<file path="src/rtl/cwrpd_pkg.sv">
`default_nettype none

package cwrpd_pkg;

    // Fixed field widths
    localparam int CFG_W     = 13;
    localparam int CHAN_W    = 8;
    localparam int TALLY_W   = 5;
    localparam logic [TALLY_W-1:0] TALLY_MAX = 5'd31;

    // Defaults for the top-level parameters
    localparam int DEF_MAX_FRAME_DIM = 4096;
    localparam int DEF_WINDOW_RADIUS = 2;

    // Register reset values
    localparam int WIDTH_RESET  = 1920;
    localparam int HEIGHT_RESET = 1080;

    // Red test thresholds
    localparam logic [CHAN_W-1:0] RED_MIN      = 8'd150;
    localparam logic [CHAN_W-1:0] GREEN_MARGIN = 8'd50;
    localparam logic [CHAN_W-1:0] MAX_MIN      = 8'd80;
    localparam logic [CHAN_W-1:0] SAT_SCALE    = 8'd255;
    localparam logic [CHAN_W-1:0] SAT_LIMIT    = 8'd100;

    // Configuration register indexes
    typedef enum logic [0:0] {
        CFG_WIDTH  = 1'b0,
        CFG_HEIGHT = 1'b1
    } t_cfg_idx;

    typedef struct packed {
        logic [CHAN_W-1:0] red;
        logic [CHAN_W-1:0] green;
        logic [CHAN_W-1:0] blue;
        logic              frame_start;
    } t_pixel;

    typedef struct packed {
        logic               active;
        logic               changed;
        logic [TALLY_W-1:0] red_pixels;
        logic [TALLY_W-1:0] window_pixels;
    } t_result;

    // Tracker to top: end-of-frame strobe and the frame summary
    typedef struct packed {
        logic    last;
        t_result res;
    } t_track_out;

endpackage

`default_nettype wire

</file>
<file path="src/rtl/center_window_red_pixel_detector.sv">
// Center-window red pixel detector.
//
// Input channel (i_valid / o_ready / i_data): one RGB pixel per request, in
// raster order; frame_start marks the first pixel of a frame. The frame size
// comes from the write port (i_cfg_we / i_cfg_idx / i_cfg_data), written
// while the block is idle; 0 reads as 1, larger than MAX_FRAME_DIM as the max.
// Output channel (o_valid / i_ready / o_data): one result per frame, issued
// for the last pixel, with the red and window counts of the center window
// and the active / changed decision.
// Throughput: one pixel per cycle while no result is held up. Each pixel sits in
// the input register while the classifier and window counters work on it; the
// result of a frame's last pixel is then loaded into the output register.
// Stall: a waiting result holds in the output register and blocks the input
// register; one more pixel is taken into an empty input register, then the
// input stage stalls until the pending result leaves.
// Reset: clears position, counts, the previous decision and both valid bits;
// frame width and height return to 1920 x 1080.
`default_nettype none

module center_window_red_pixel_detector
    import cwrpd_pkg::*;
#(
    parameter int MAX_FRAME_DIM = DEF_MAX_FRAME_DIM,
    parameter int WINDOW_RADIUS = DEF_WINDOW_RADIUS
)(
    input  wire              i_clk,
    input  wire              i_rst_n,
    input  wire              i_valid,
    output logic             o_ready,
    input  wire t_pixel      i_data,
    output logic             o_valid,
    input  wire              i_ready,
    output t_result          o_data,
    input  wire              i_cfg_we,
    input  wire              i_cfg_idx,
    input  wire [CFG_W-1:0]  i_cfg_data
);

    localparam int DIM_W = $clog2(MAX_FRAME_DIM + 1);
    localparam int CMP_W = (CFG_W > DIM_W) ? CFG_W : DIM_W;
    localparam int W_RST = (WIDTH_RESET > MAX_FRAME_DIM) ? MAX_FRAME_DIM : WIDTH_RESET;
    localparam int H_RST = (HEIGHT_RESET > MAX_FRAME_DIM) ? MAX_FRAME_DIM : HEIGHT_RESET;

    logic [DIM_W-1:0] r_width;
    logic [DIM_W-1:0] r_height;
    logic [CMP_W-1:0] cfg_ext;
    logic [DIM_W-1:0] cfg_dim;

    t_pixel     r_pix;
    logic       r_pix_vld;
    t_result    r_res;
    logic       r_res_vld;
    logic       out_free;
    logic       adv;
    logic       is_red;
    t_track_out trk;

    // Clamp written dimensions into 1..MAX_FRAME_DIM
    always_comb begin
        cfg_ext = CMP_W'(i_cfg_data);
        if (cfg_ext == '0) begin
            cfg_dim = DIM_W'(1);
        end else if (cfg_ext > CMP_W'(MAX_FRAME_DIM)) begin
            cfg_dim = DIM_W'(MAX_FRAME_DIM);
        end else begin
            cfg_dim = DIM_W'(cfg_ext);
        end
    end

    always_ff @(posedge i_clk) begin
        if (!i_rst_n) begin
            r_width  <= DIM_W'(W_RST);
            r_height <= DIM_W'(H_RST);
        end else if (i_cfg_we) begin
            unique case (t_cfg_idx'(i_cfg_idx))
                CFG_WIDTH:  r_width  <= cfg_dim;
                CFG_HEIGHT: r_height <= cfg_dim;
                default: ;
            endcase
        end
    end

    // Handshake: the input stage drains whenever the result slot can take it
    assign out_free = !r_res_vld || i_ready;
    assign adv      = r_pix_vld && out_free;
    assign o_ready  = !r_pix_vld || out_free;

    // Input register
    always_ff @(posedge i_clk) begin
        if (!i_rst_n) begin
            r_pix_vld <= 1'b0;
        end else if (o_ready) begin
            r_pix_vld <= i_valid;
        end
    end

    always_ff @(posedge i_clk) begin
        if (o_ready && i_valid) begin
            r_pix <= i_data;
        end
    end

    cwrpd_classify u_classify (
        .i_pix    (r_pix),
        .o_is_red (is_red)
    );

    cwrpd_track #(
        .MAX_FRAME_DIM (MAX_FRAME_DIM),
        .WINDOW_RADIUS (WINDOW_RADIUS)
    ) u_track (
        .i_clk         (i_clk),
        .i_rst_n       (i_rst_n),
        .i_adv         (adv),
        .i_frame_start (r_pix.frame_start),
        .i_is_red      (is_red),
        .i_width       (r_width),
        .i_height      (r_height),
        .o_out         (trk)
    );

    // Result register: load on frame end, drop once taken
    always_ff @(posedge i_clk) begin
        if (!i_rst_n) begin
            r_res_vld <= 1'b0;
        end else if (adv && trk.last) begin
            r_res_vld <= 1'b1;
        end else if (i_ready) begin
            r_res_vld <= 1'b0;
        end
    end

    always_ff @(posedge i_clk) begin
        if (adv && trk.last) begin
            r_res <= trk.res;
        end
    end

    assign o_valid = r_res_vld;
    assign o_data  = r_res;

endmodule

`default_nettype wire

</file>
<file path="src/rtl/cwrpd_classify.sv">
`default_nettype none

module cwrpd_classify
    import cwrpd_pkg::*;
(
    input  wire t_pixel i_pix,
    output logic        o_is_red
);

    logic [CHAN_W-1:0] mn;
    logic [CHAN_W-1:0] delta;
    logic [CHAN_W-1:0] gb;
    logic [15:0]       sat_lhs;
    logic [15:0]       sat_rhs;
    logic [CHAN_W:0]   g_plus;
    logic              red_max;
    logic              hue_ok;

    // Red must be the largest channel
    assign red_max = (i_pix.red >= i_pix.green) && (i_pix.red >= i_pix.blue);
    assign mn      = (i_pix.green < i_pix.blue) ? i_pix.green : i_pix.blue;
    assign delta   = i_pix.red - mn;
    assign gb      = (i_pix.green > i_pix.blue) ? (i_pix.green - i_pix.blue)
                                                : (i_pix.blue - i_pix.green);

    // Hue within 30 degrees: 2*|g-b| <= max-min
    assign hue_ok  = ({gb, 1'b0} <= {1'b0, delta});

    // Saturation: 255*(max-min) > 100*max
    assign sat_lhs = 16'(delta) * 16'(SAT_SCALE);
    assign sat_rhs = 16'(i_pix.red) * 16'(SAT_LIMIT);

    assign g_plus  = {1'b0, i_pix.green} + {1'b0, GREEN_MARGIN};

    assign o_is_red = red_max && hue_ok && (sat_lhs > sat_rhs) &&
                      (i_pix.red > MAX_MIN) && (i_pix.red > RED_MIN) &&
                      ({1'b0, i_pix.red} > g_plus);

endmodule

`default_nettype wire

</file>
<file path="src/rtl/cwrpd_track.sv">
`default_nettype none

module cwrpd_track
    import cwrpd_pkg::*;
#(
    parameter int MAX_FRAME_DIM = DEF_MAX_FRAME_DIM,
    parameter int WINDOW_RADIUS = DEF_WINDOW_RADIUS,
    localparam int DIM_W = $clog2(MAX_FRAME_DIM + 1)
)(
    input  wire              i_clk,
    input  wire              i_rst_n,
    input  wire              i_adv,
    input  wire              i_frame_start,
    input  wire              i_is_red,
    input  wire [DIM_W-1:0]  i_width,
    input  wire [DIM_W-1:0]  i_height,
    output t_track_out       o_out
);

    localparam int CNT_W = $clog2(MAX_FRAME_DIM);
    localparam int NW    = DIM_W + 1;

    logic [CNT_W-1:0]   r_col, n_col;
    logic [CNT_W-1:0]   r_row, n_row;
    logic [TALLY_W-1:0] r_red, n_red;
    logic [TALLY_W-1:0] r_samp, n_samp;
    logic               r_prev, n_prev;

    logic [CNT_W-1:0]   cur_col;
    logic [CNT_W-1:0]   cur_row;
    logic [TALLY_W-1:0] cur_red;
    logic [TALLY_W-1:0] cur_samp;
    logic [NW-1:0]      col_x;
    logic [NW-1:0]      row_x;
    logic [NW-1:0]      cx;
    logic [NW-1:0]      cy;
    logic [NW-1:0]      rad;
    logic               in_win;
    logic               line_end;
    logic               frame_end;
    logic [TALLY_W-1:0] fin_red;
    logic [TALLY_W-1:0] fin_samp;
    logic               active;

    // Frame start clears position and tallies ahead of this pixel
    assign cur_col  = i_frame_start ? '0 : r_col;
    assign cur_row  = i_frame_start ? '0 : r_row;
    assign cur_red  = i_frame_start ? '0 : r_red;
    assign cur_samp = i_frame_start ? '0 : r_samp;

    assign col_x = NW'(cur_col);
    assign row_x = NW'(cur_row);
    assign cx    = NW'(i_width >> 1);
    assign cy    = NW'(i_height >> 1);
    assign rad   = NW'(WINDOW_RADIUS);

    // Window test, clipped to the frame
    assign in_win = (col_x < NW'(i_width)) && (row_x < NW'(i_height)) &&
                    (col_x + rad >= cx) && (col_x <= cx + rad) &&
                    (row_x + rad >= cy) && (row_x <= cy + rad);

    // Saturating tallies
    always_comb begin
        fin_samp = cur_samp;
        fin_red  = cur_red;
        if (in_win) begin
            if (cur_samp < TALLY_MAX) fin_samp = cur_samp + 1'b1;
            if (i_is_red && (cur_red < TALLY_MAX)) fin_red = cur_red + 1'b1;
        end
    end

    assign line_end  = !(col_x + 1'b1 < NW'(i_width));
    assign frame_end = line_end && !(row_x + 1'b1 < NW'(i_height));
    assign active    = (8'(fin_red) * 8'd5) > (8'(fin_samp) * 8'd2);

    // Advance position, close the frame on its last pixel
    always_comb begin
        n_col  = r_col;
        n_row  = r_row;
        n_red  = r_red;
        n_samp = r_samp;
        n_prev = r_prev;
        if (i_adv) begin
            n_red  = fin_red;
            n_samp = fin_samp;
            n_row  = cur_row;
            if (!line_end) begin
                n_col = cur_col + 1'b1;
            end else begin
                n_col = '0;
                if (!frame_end) begin
                    n_row = cur_row + 1'b1;
                end else begin
                    n_row  = '0;
                    n_red  = '0;
                    n_samp = '0;
                    n_prev = active;
                end
            end
        end
    end

    always_ff @(posedge i_clk) begin
        if (!i_rst_n) begin
            r_col  <= '0;
            r_row  <= '0;
            r_red  <= '0;
            r_samp <= '0;
            r_prev <= 1'b0;
        end else begin
            r_col  <= n_col;
            r_row  <= n_row;
            r_red  <= n_red;
            r_samp <= n_samp;
            r_prev <= n_prev;
        end
    end

    assign o_out.last              = frame_end;
    assign o_out.res.active        = active;
    assign o_out.res.changed       = active ^ r_prev;
    assign o_out.res.red_pixels    = fin_red;
    assign o_out.res.window_pixels = fin_samp;

endmodule

`default_nettype wire

</file>
<file path="config.mk">
export PLATFORM = sky130hd
export DESIGN_NAME = center_window_red_pixel_detector
export DESIGN_NICKNAME = d
export VERILOG_FILES = /design/src/rtl/cwrpd_pkg.sv /design/src/rtl/center_window_red_pixel_detector.sv /design/src/rtl/cwrpd_classify.sv /design/src/rtl/cwrpd_track.sv
export SDC_FILE = /design/constraint.sdc
export NUM_CORES = 1
export LEC_CHECK = 0
export CORE_UTILIZATION = 40
export DETAILED_ROUTE_END_ITERATION = 10
export DONT_BUFFER_PORTS = 1
export HOLD_SLACK_MARGIN = 0.12
export PLACE_DENSITY = 0.61
export SETUP_SLACK_MARGIN = 0.4
export SLEW_MARGIN = 20
export SYNTH_ARGS = -nofsm -noshare
export SYNTH_HDL_FRONTEND = slang
export SYNTH_SLANG_ARGS = --single-unit
</file>
<file path="constraint.sdc">
create_clock -name i_clk -period 31.8 [get_ports i_clk]
set_input_delay 6.36 -clock i_clk [delete_from_list [all_inputs] [get_ports i_clk]]
set_output_delay 6.36 -clock i_clk [all_outputs]
set_load 0.02 [all_outputs]
</file>
==> results.py, run 1 <==
metrics = {
    "cts": {
        "post_cts_resized": 0,
        "postCtsSetupBuffers": 0,
        "cts_tree": "built",
        "cts.sinks": 100,
        "root_buffer": "clkbuf_16",
        "clk_latency_ns": 0.38,
        "hold_buffers": 0,
        "cts-buffers-inserted": 9,
        "clkSlewWorstSetupHoldPaths_ns": 0.08,
        "cts_buffer_depth": 2,
        "cts_max_level": 3,
    },
    "worst_setup_path": {
        "r2r-start": "r_pix[9]",
        "critPathMaxFanout": 3,
        "max_stage_delay_ns": 0.29,
        "path_cells": "nand3b_1",
        "path_class": "input pin to output pin",
        "cp_top_family": "simple AND/OR/NAND/NOR gates",
        "cp.required_ns": 25.44,
        "r2r_slack_ns": 19.28,
        "reg2reg_to": "o_data[10]",
        "slowest_stage": "nand3b_1",
        "rr_worst_depth": 54,
        "critPathBufInv": 0,
        "startpoint_type": "input pin",
        "endpoint_kind": "output pin",
        "crit_arrival_ns": 6.65,
    },
    "routing": {
        "wl_per_cell_um": 15.8,
        "drt_iter0_markers": 422,
        "via_per_inst": 5.40,
        "drtAntennaViolNets": 0,
        "routed_wl_mm": 28.5,
        "remaining_drc_errors": 0,
        "num_vias": 9735,
        "first_pass_iters": 5,
    },
    "die": {
        "io_pins": 58,
        "core_um2": 29600,
        "die_w_um": 175,
        "start_util_pct": 40.6,
        "die_h_um": 175,
        "rows": 63,
        "dieArea_um2": 30700,
    },
    "min_path": {
        "whs_endpoint": "r_width[6]",
        "hold_start": "r_width[6]",
        "hold_class": "register to register",
        "min_delay_path_depth": 2,
    },
    "timing": {
        "fin_crit_sh_pct": 40.9,
        "slew_viol_final": 0,
        "max_freq_mhz": 76.9,
        "max-slew-margin-rel_pct": 29.5,
        "worst_pin_slew_ns": 1.06,
        "rsz0062_at_grt": "false",
        "setup_violations": 0,
        "min_period_ns": 13.01,
        "holdWs_ns": 0.467,
        "skew_ns": 0.0228,
        "hold_violations": 0,
        "fin_setup_tns_ns": 0,
    },
    "yosys": {
        "synthArstFlopShare_pct": 0,
        "ys_seq_area_share_pct": 19.7,
        "synth_top_area_cell": "ha_1",
        "syn_nets": 1749,
        "netlist_area_um2": 12000,
        "synth.distinct_cells": 74,
        "ys_seq_elements": 100,
        "synthFlopType": "dfxtp_1",
        "synthTopCellsByArea": "ha_1, dfxtp_1, edfxtp_1, xnor2_1, inv_1",
        "yosys-top-cells-count": "ha_1, inv_1, a21oi_1, nor2_1, nand2_1",
        "yosys_warnings": 0,
        "synth_cells": 1423,
        "yosysTopAreaCellShare_pct": 26.3,
        "yosysMostFrequentCell": "ha_1",
        "synth-edff-count": 37,
        "syn_avg_cell_area_um2": 8.44,
    },
    "finish": {
        "drive_above_1_share_pct": 3.82,
        "area_delta_synth_final_pct": 5.83,
        "fin_nets": 1733,
        "fill_cells": 3008,
        "finish.utilization_pct": 43.0,
        "num_antenna_cells": 0,
    },
    "placed_design": {
        "portBuffers": 0,
        "dp_hpwl_mm": 23.2,
        "globalplace.congestion": 0.881,
    },
    "job": {
        "cap_violations": 0,
    },
    "global_routing": {
        "grt_max_degree": 55,
        "grt_first_pass_wirelength_mm": 47.5,
        "gr-total-overflow": 0,
        "antenna_found_initial": 2,
        "grt.total_usage_pct": 19.2,
        "grt_pass1_vias": 9545,
    },
    "status": {
        "outcome": "completed",
    },
}
## worst max path at each step
stage	cells after the start	endpoint	slack (ns)	startpoint
after floorplan	1	o_ready	18.80	i_ready
after global routing	54	o_data[10]	18.29	r_pix[9]
after global placement	1	o_ready	18.79	i_ready
after CTS	1	o_ready	18.79	i_ready
final	1	o_ready	18.79	i_ready
after detailed placement	1	o_ready	18.79	i_ready
## metrics by stage
| step | instance area [µm²] | cells | setup WS [ns] |
|---|---|---|---|
| 6_report | 12700 | 1802 | 18.79 |
| 5_1_grt | 12700 | 1802 | 18.29 |
| 4_1_cts | 12700 | 1802 | 18.79 |
| 3_5_place_dp | 12400 | 1786 | 18.79 |
| 3_3_place_gp | 12400 | 1786 | 18.79 |
| 2_1_floorplan | 12000 | 1423 | 18.80 |
## cells by family after synthesis
family          Yosys count  synth area share (%)
flops                   100                  19.7
simple gates            426                  18.1
compound gates          296                  15.7
fa+ha+maj               282                  31.2
mux                      10                 0.896
xor+xnor                110                  8.02
buf+inv                 199                  6.39
## flip-flops by register name, indices dropped and copies added, names as in the netlist, 5 cells and up
name / cells
r_pix: 25
r_height: 13
r_width: 13
o_data: 12
u_track.r_col: 12
u_track.r_row: 12
u_track.r_red: 5
u_track.r_samp: 5
## per-layer routing
metal  wire length (µm)  track usage (%)  vias up
met1              14400             26.5     4574
met3               1080             3.12       20
met5                 26                0        -
met4                348             4.64        4
li1                   -                -     4985
met2              12600             31.1      152
## placed cells by master (no fill, tap or decap), types with 4 or more instances in the layout
| cell type | Yosys | layout |
|---|---|---|
| xor2_1 | 38 | 38 |
| edfxtp_1 | 37 | 37 |
| nand3_1 | 60 | 60 |
| mux2i_1 | 7 | 7 |
| or2_2 | 4 | 4 |
| nand3b_1 | 16 | 16 |
| a31oi_1 | 7 | 7 |
| a211oi_1 | 11 | 11 |
| xnor2_1 | 72 | 72 |
| nor2b_1 | 31 | 31 |
| nor3b_1 | 4 | 4 |
| a21boi_0 | 6 | 6 |
| o21a_1 | 10 | 10 |
| ha_1 | 253 | 253 |
| and4_1 | 6 | 6 |
| buf_4 | 1 | 7 |
| inv_1 | 163 | 163 |
| o21ai_0 | 52 | 52 |
| nand4_1 | 27 | 27 |
| o211ai_1 | 12 | 12 |
| a21oi_1 | 118 | 118 |
| dfxtp_1 | 63 | 63 |
| a22oi_1 | 8 | 8 |
| and3_1 | 4 | 4 |
| a2111oi_0 | 4 | 4 |
| nand2b_1 | 23 | 23 |
| nor4_1 | 13 | 13 |
| and2_1 | 5 | 5 |
| nand2_1 | 96 | 96 |
| o22ai_1 | 5 | 5 |
| clkbuf_16 | 0 | 9 |
| o311ai_0 | 5 | 5 |
| a21o_1 | 24 | 24 |
| nor2_1 | 98 | 98 |
| o21bai_1 | 7 | 7 |
| fa_1 | 29 | 29 |
| nor3_1 | 22 | 22 |
## cell type report
class	instances	area [µm²]	share of cell area, %
multi-input combinational	1124	8870	69.8
sequential	100	2370	18.7
inverter	165	619	4.87
tap	390	488	3.84
clock buffer	9	225	1.77
clock inverter	7	83.8	0.659
timing repair buffer	7	52.6	0.413
## tightest hold or removal path: cells and delay by family (launching register included)
family | cells | cell delay [ns]
flops | 1 | 0.32
simple gates | 1 | 0.05
compound gates | 1 | 0.05
Power of run 1 is left out: the tool's default activity adds up to more than one toggle a clock period on the data nets, which glitch-free logic cannot reach.
==> run 2, diff against run 1 <==
--- a/config.mk
+++ b/config.mk
@@ -9,7 +9,7 @@
 export DETAILED_ROUTE_END_ITERATION = 10
 export DONT_BUFFER_PORTS = 1
 export HOLD_SLACK_MARGIN = 0.12
-export PLACE_DENSITY = 0.61
+export PLACE_DENSITY = 0.63
 export SETUP_SLACK_MARGIN = 0.4
 export SLEW_MARGIN = 20
 export SYNTH_ARGS = -nofsm -noshare
==> constraint.sdc (replaced) <==
create_clock -name i_clk -period 11.39 [get_ports i_clk]
set_input_delay 2.278 -clock i_clk [delete_from_list [all_inputs] [get_ports i_clk]]
set_output_delay 2.278 -clock i_clk [all_outputs]
set_load 0.02 [all_outputs]
==> run 2 against run 1 <==
Net effect: worst hold slack better by 0.0039 ns; global-route usage is 0.86 points higher; largest cell class unchanged; die area is the same; register-to-register slack lost 18 ns; critical endpoint is now o_data[10]; final area rose by 5.4%.
==> results.py, run 2 (synthesis gave the netlist of run 1 again) <==
metrics = {
    "finish": {
        "layout_commonest_cell": "ha_1",
        "largest_reg_flops": 25,
        "fin_nets": 1772,
        "regMostFlops": "r_pix",
        "reg_top3": "r_pix x25, r_height x13, r_width x13",
        "drive_above_1_share_pct": 10.8,
        "final_cell_mix": "ha_1, inv_1, a21oi_1, nand2_1, nor2_1",
        "area_delta_synth_final_pct": 11.6,
    },
    "cts": {
        "clkSlewWorstSetupHoldPaths_ns": 0.10,
        "root_buffer": "clkbuf_16",
        "cts_tree": "built",
        "clk_latency_ns": 0.38,
        "cts_max_level": 3,
        "hold_buffers": 0,
        "cts.sinks": 100,
        "cts_buffer_depth": 2,
        "cts-buffers-inserted": 9,
    },
    "routing": {
        "first_pass_iters": 5,
        "via_per_inst": 5.48,
        "remaining_drc_errors": 0,
        "routed_wl_mm": 30.7,
        "drt_iter0_markers": 566,
        "num_vias": 10100,
        "drtAntennaViolNets": 0,
        "wl_per_cell_um": 16.7,
    },
    "timing": {
        "fin_crit_sh_pct": 93.0,
        "skew_ns": 0.0240,
        "rsz0062_at_grt": "false",
        "fin_setup_tns_ns": 0,
        "max_freq_mhz": 94.4,
        "worst_pin_slew_ns": 0.997,
        "slew_viol_final": 0,
        "setup_violations": 0,
        "max-slew-margin-rel_pct": 33.5,
        "hold_violations": 0,
        "min_period_ns": 10.59,
    },
    "global_routing": {
        "antenna_found_initial": 1,
        "met3_usage_pct": 2.40,
        "grt.total_usage_pct": 20.0,
        "grt_max_degree": 55,
        "grt_first_pass_wirelength_mm": 49.6,
        "grt-busiest-layer": "met2",
        "grt_pass1_vias": 9716,
        "gr-total-overflow": 0,
        "grtUsageMet2_pct": 31.8,
        "use_met1_pct": 28.5,
    },
    "die": {
        "rows": 63,
        "io_pins": 58,
        "start_util_pct": 40.6,
        "die_h_um": 175,
        "dieArea_um2": 30700,
        "core_um2": 29600,
        "die_w_um": 175,
    },
    "worst_setup_path": {
        "endpoint_kind": "register",
        "startpoint_type": "register",
        "crit_arrival_ns": 10.73,
        "cp.required_ns": 11.53,
        "critPathMaxFanout": 5,
        "r2r_slack_ns": 0.80,
        "cp_common_cell": "inv_1",
        "path_class": "register to register",
        "max_stage_delay_ns": 0.53,
        "slowest_stage": "fa_1",
    },
    "job": {
        "cap_violations": 0,
    },
    "placed_design": {
        "portBuffers": 0,
        "globalplace.congestion": 0.877,
        "dp_hpwl_mm": 24.1,
    },
    "status": {
        "outcome": "completed",
    },
    "min_path": {
        "hold_class": "register to register",
    },
}
## run 2: cell types whose count changed in the layout (fill, tap and decap cells not counted), sizes merged
cell	delta
buf	+39
clkinv	+1
diode	+1
inv	-1
## run 2: cell type report
| class | count | area, µm² |
|---|---|---|
| diodes | 1 | 2.50 |
| clock buffers | 9 | 225 |
| clock inverters | 7 | 88.8 |
| fillers | 2892 | 16200 |
| inverters | 165 | 622 |
| multi-input cells | 1124 | 9250 |
| flip-flops and latches | 100 | 2370 |
| well taps | 390 | 488 |
| repair buffers | 46 | 357 |
## run 2: worst max-delay path: cells and delay by family (launching register included)
family	cells	cell delay, ns
adders and majority gates	14	4.54
buffers and inverters	8	0.50
xor gates and xnor gates	5	0.78
AOI/OAI and AO/OA	13	2.04
and+or+nand+nor	12	1.52
muxes	2	0.53
DFF	1	0.39
## run 2: path summary, 6_finish.rpt
kind                     start                end  depth (start not counted)
max                   r_pix[9]         o_data[10]                         54
min          u_track.r_samp[1]  u_track.r_samp[1]                          2
max reg2reg           r_pix[9]         o_data[10]                         54
min reg2reg  u_track.r_samp[1]  u_track.r_samp[1]                          2
## run 2: routing by layer
| layer | vias up | wire, µm | share of wire [%] |
|---|---|---|---|
| met5 | - | 0 | 0 |
| met4 | 0 | 567 | 1.8 |
| met3 | 33 | 1170 | 3.8 |
| met2 | 200 | 13800 | 45 |
| met1 | 4792 | 15200 | 50 |
| li1 | 5065 | - | - |
## run 2: through the flow
stage | instances | hold slack [ns] | util, % | cell area (µm²) | setup WS [ns]
final | 1842 | 0.471 | 45.4 | 13400 | 0.801
after global routing | 1841 | 0.498 | 45.4 | 13400 | 0.278
after CTS | 1819 | 0.473 | 43.8 | 13000 | 0.436
after detailed placement | 1797 | 0.460 | 42.4 | 12500 | 0.0117
after global placement | 1797 | 0.448 | 42.4 | 12500 | 0.307
after floorplan | 1423 | 0.436 | - | 12100 | 0.481
## run 2: timing repair
| action | in CTS | in global routing |
|---|---|---|
| buffers inserted | 6 | 22 |
| gates resized for setup | 16 | 64 |
| pin swaps | 12 | 58 |
| endpoints found under the setup margin | 3 | 3 |
| hold endpoints to repair | 0 | 0 |
Power of run 2 is left out for the same reason.
==> run 3, diff against run 2 <==
--- a/config.mk
+++ b/config.mk
@@ -10,6 +10,7 @@
 export DONT_BUFFER_PORTS = 1
 export HOLD_SLACK_MARGIN = 0.12
 export PLACE_DENSITY = 0.63
+export RECOVER_POWER = 50
 export SETUP_SLACK_MARGIN = 0.4
 export SLEW_MARGIN = 20
 export SYNTH_ARGS = -nofsm -noshare
==> run 3 against run 2 <==
Net effect: the flow now finishes with violations (capacitance limit, slew limit); clock-buffer cell count unchanged; final cell count unchanged; largest cell class unchanged; critical path depth did not move; clock skew increased by 0.00052 ns.
==> results.py, run 3 (synthesis gave the netlist of run 1 again) <==
metrics = {
    "status": {
        "outcome": "complete, but fails checks",
        "violations": "capacitance limit, slew limit",
    },
    "timing": {
        "slew_viol_final": 81,
        "skew_ns": 0.0245,
        "hold_violations": 0,
        "fin_setup_tns_ns": 0,
        "max_freq_mhz": 94.5,
        "min_period_ns": 10.59,
        "rsz0062_at_grt": "false",
        "setup_violations": 0,
        "holdWs_ns": 0.470,
        "max-slew-margin-rel_pct": -18.5,
        "worst_pin_slew_ns": 1.78,
        "fin_crit_sh_pct": 93.0,
    },
    "worst_setup_path": {
        "slowest_stage": "fa_1",
        "cp.required_ns": 11.53,
        "crit_arrival_ns": 10.72,
        "crit_start": "r_pix[9]",
        "path_class": "register to register",
        "critPathMaxFanout": 5,
        "startpoint_type": "register",
        "r2r-start": "r_pix[9]",
        "cp_common_cell": "inv_1",
        "endpoint_kind": "register",
        "max_stage_delay_ns": 0.53,
    },
    "job": {
        "cap_violations": 2,
    },
    "routing": {
        "wl_per_cell_um": 16.7,
        "routed_wl_mm": 30.7,
        "num_vias": 10100,
        "via_per_inst": 5.46,
        "drtAntennaViolNets": 0,
        "remaining_drc_errors": 0,
        "drt_iter0_markers": 611,
        "first_pass_iters": 5,
    },
    "global_routing": {
        "met3_usage_pct": 2.40,
        "antenna_found_initial": 1,
        "gr-total-overflow": 0,
        "grt_pass1_vias": 9716,
        "grt-busiest-layer": "met2",
        "grt.total_usage_pct": 20.0,
        "grt_first_pass_wirelength_mm": 49.6,
        "grtUsageMet2_pct": 31.8,
        "use_met1_pct": 28.5,
        "grt_max_degree": 55,
    },
    "cts": {
        "cts.sinks": 100,
        "hold_buffers": 0,
        "cts_tree": "built",
        "clkSlewWorstSetupHoldPaths_ns": 0.10,
        "cts_max_level": 3,
        "root_buffer": "clkbuf_16",
        "cts_buffer_depth": 2,
        "cts-buffers-inserted": 9,
        "clk_latency_ns": 0.37,
    },
    "min_path": {
        "hold_class": "register to register",
        "hold_start": "u_track.r_samp[1]",
    },
    "die": {
        "dieArea_um2": 30700,
        "start_util_pct": 40.6,
        "rows": 63,
        "io_pins": 58,
        "die_w_um": 175,
        "core_um2": 29600,
        "die_h_um": 175,
    },
    "finish": {
        "area_delta_synth_final_pct": 11.6,
        "final_area_um2": 13400,
        "layout_commonest_cell": "ha_1",
        "regMostFlops": "r_pix",
        "largest_reg_flops": 25,
        "drive_above_1_share_pct": 10.6,
        "final_cell_mix": "ha_1, inv_1, a21oi_1, nand2_1, nor2_1",
        "fin_nets": 1772,
        "reg_top3": "r_pix x25, r_height x13, r_width x13",
    },
    "placed_design": {
        "globalplace.congestion": 0.877,
        "dp_hpwl_mm": 24.1,
        "placed_cell_area_um2": 12500,
        "portBuffers": 0,
    },
}
[run 3: through the flow]
step | utilization (%) | worst slack [ns] | instances
6_report | 45.3 | 0.803 | 1842
5_1_grt | 45.3 | 0.278 | 1841
4_1_cts | 43.8 | 0.436 | 1819
3_5_place_dp | 42.4 | 0.0117 | 1797
3_3_place_gp | 42.4 | 0.307 | 1797
2_1_floorplan | - | 0.481 | 1423
[run 3: critical path, delay by kind of cell, from the launching register on]
kind                       cells  cell delay [ns]
xor gates and xnor gates       5             0.78
AOI/OAI and AO/OA             13             2.02
and+or+nand+nor               12             1.52
buffers and inverters          8             0.51
muxes                          2             0.53
DFF                            1             0.39
adders and majority gates     14             4.54
[run 3: path summary, 6_finish.rpt]
path / to / slack (ns) / cells after the start
worst max-delay path: o_data[10] / 0.80 / 54
worst min register to register: u_track.r_samp[1] / 0.47 / 2
worst min-delay path: u_track.r_samp[1] / 0.47 / 2
worst max register to register: o_data[10] / 0.80 / 54
[run 3: final cells by class]
class / count / area (µm²)
inverter: 165 / 622
tap: 390 / 488
clock buffer: 9 / 225
multi-input combinational: 1124 / 9250
fill: 2892 / 16200
sequential: 100 / 2370
timing repair buffer: 46 / 353
antenna: 1 / 2.50
clock inverter: 7 / 88.8
[run 3: timing repair]
action	4_1_cts	5_1_grt
buffers inserted	6	22
pin swaps	12	58
endpoints found under the setup margin	3	3
gates resized for setup	16	64
[run 3: per-layer routing]
metal / wire length [µm] / up-vias
met5: 0 / -
met2: 13700 / 192
li1: - / 5065
met3: 1190 / 35
met1: 15300 / 4772
met4: 588 / 0
Power of run 3 is left out for the same reason.
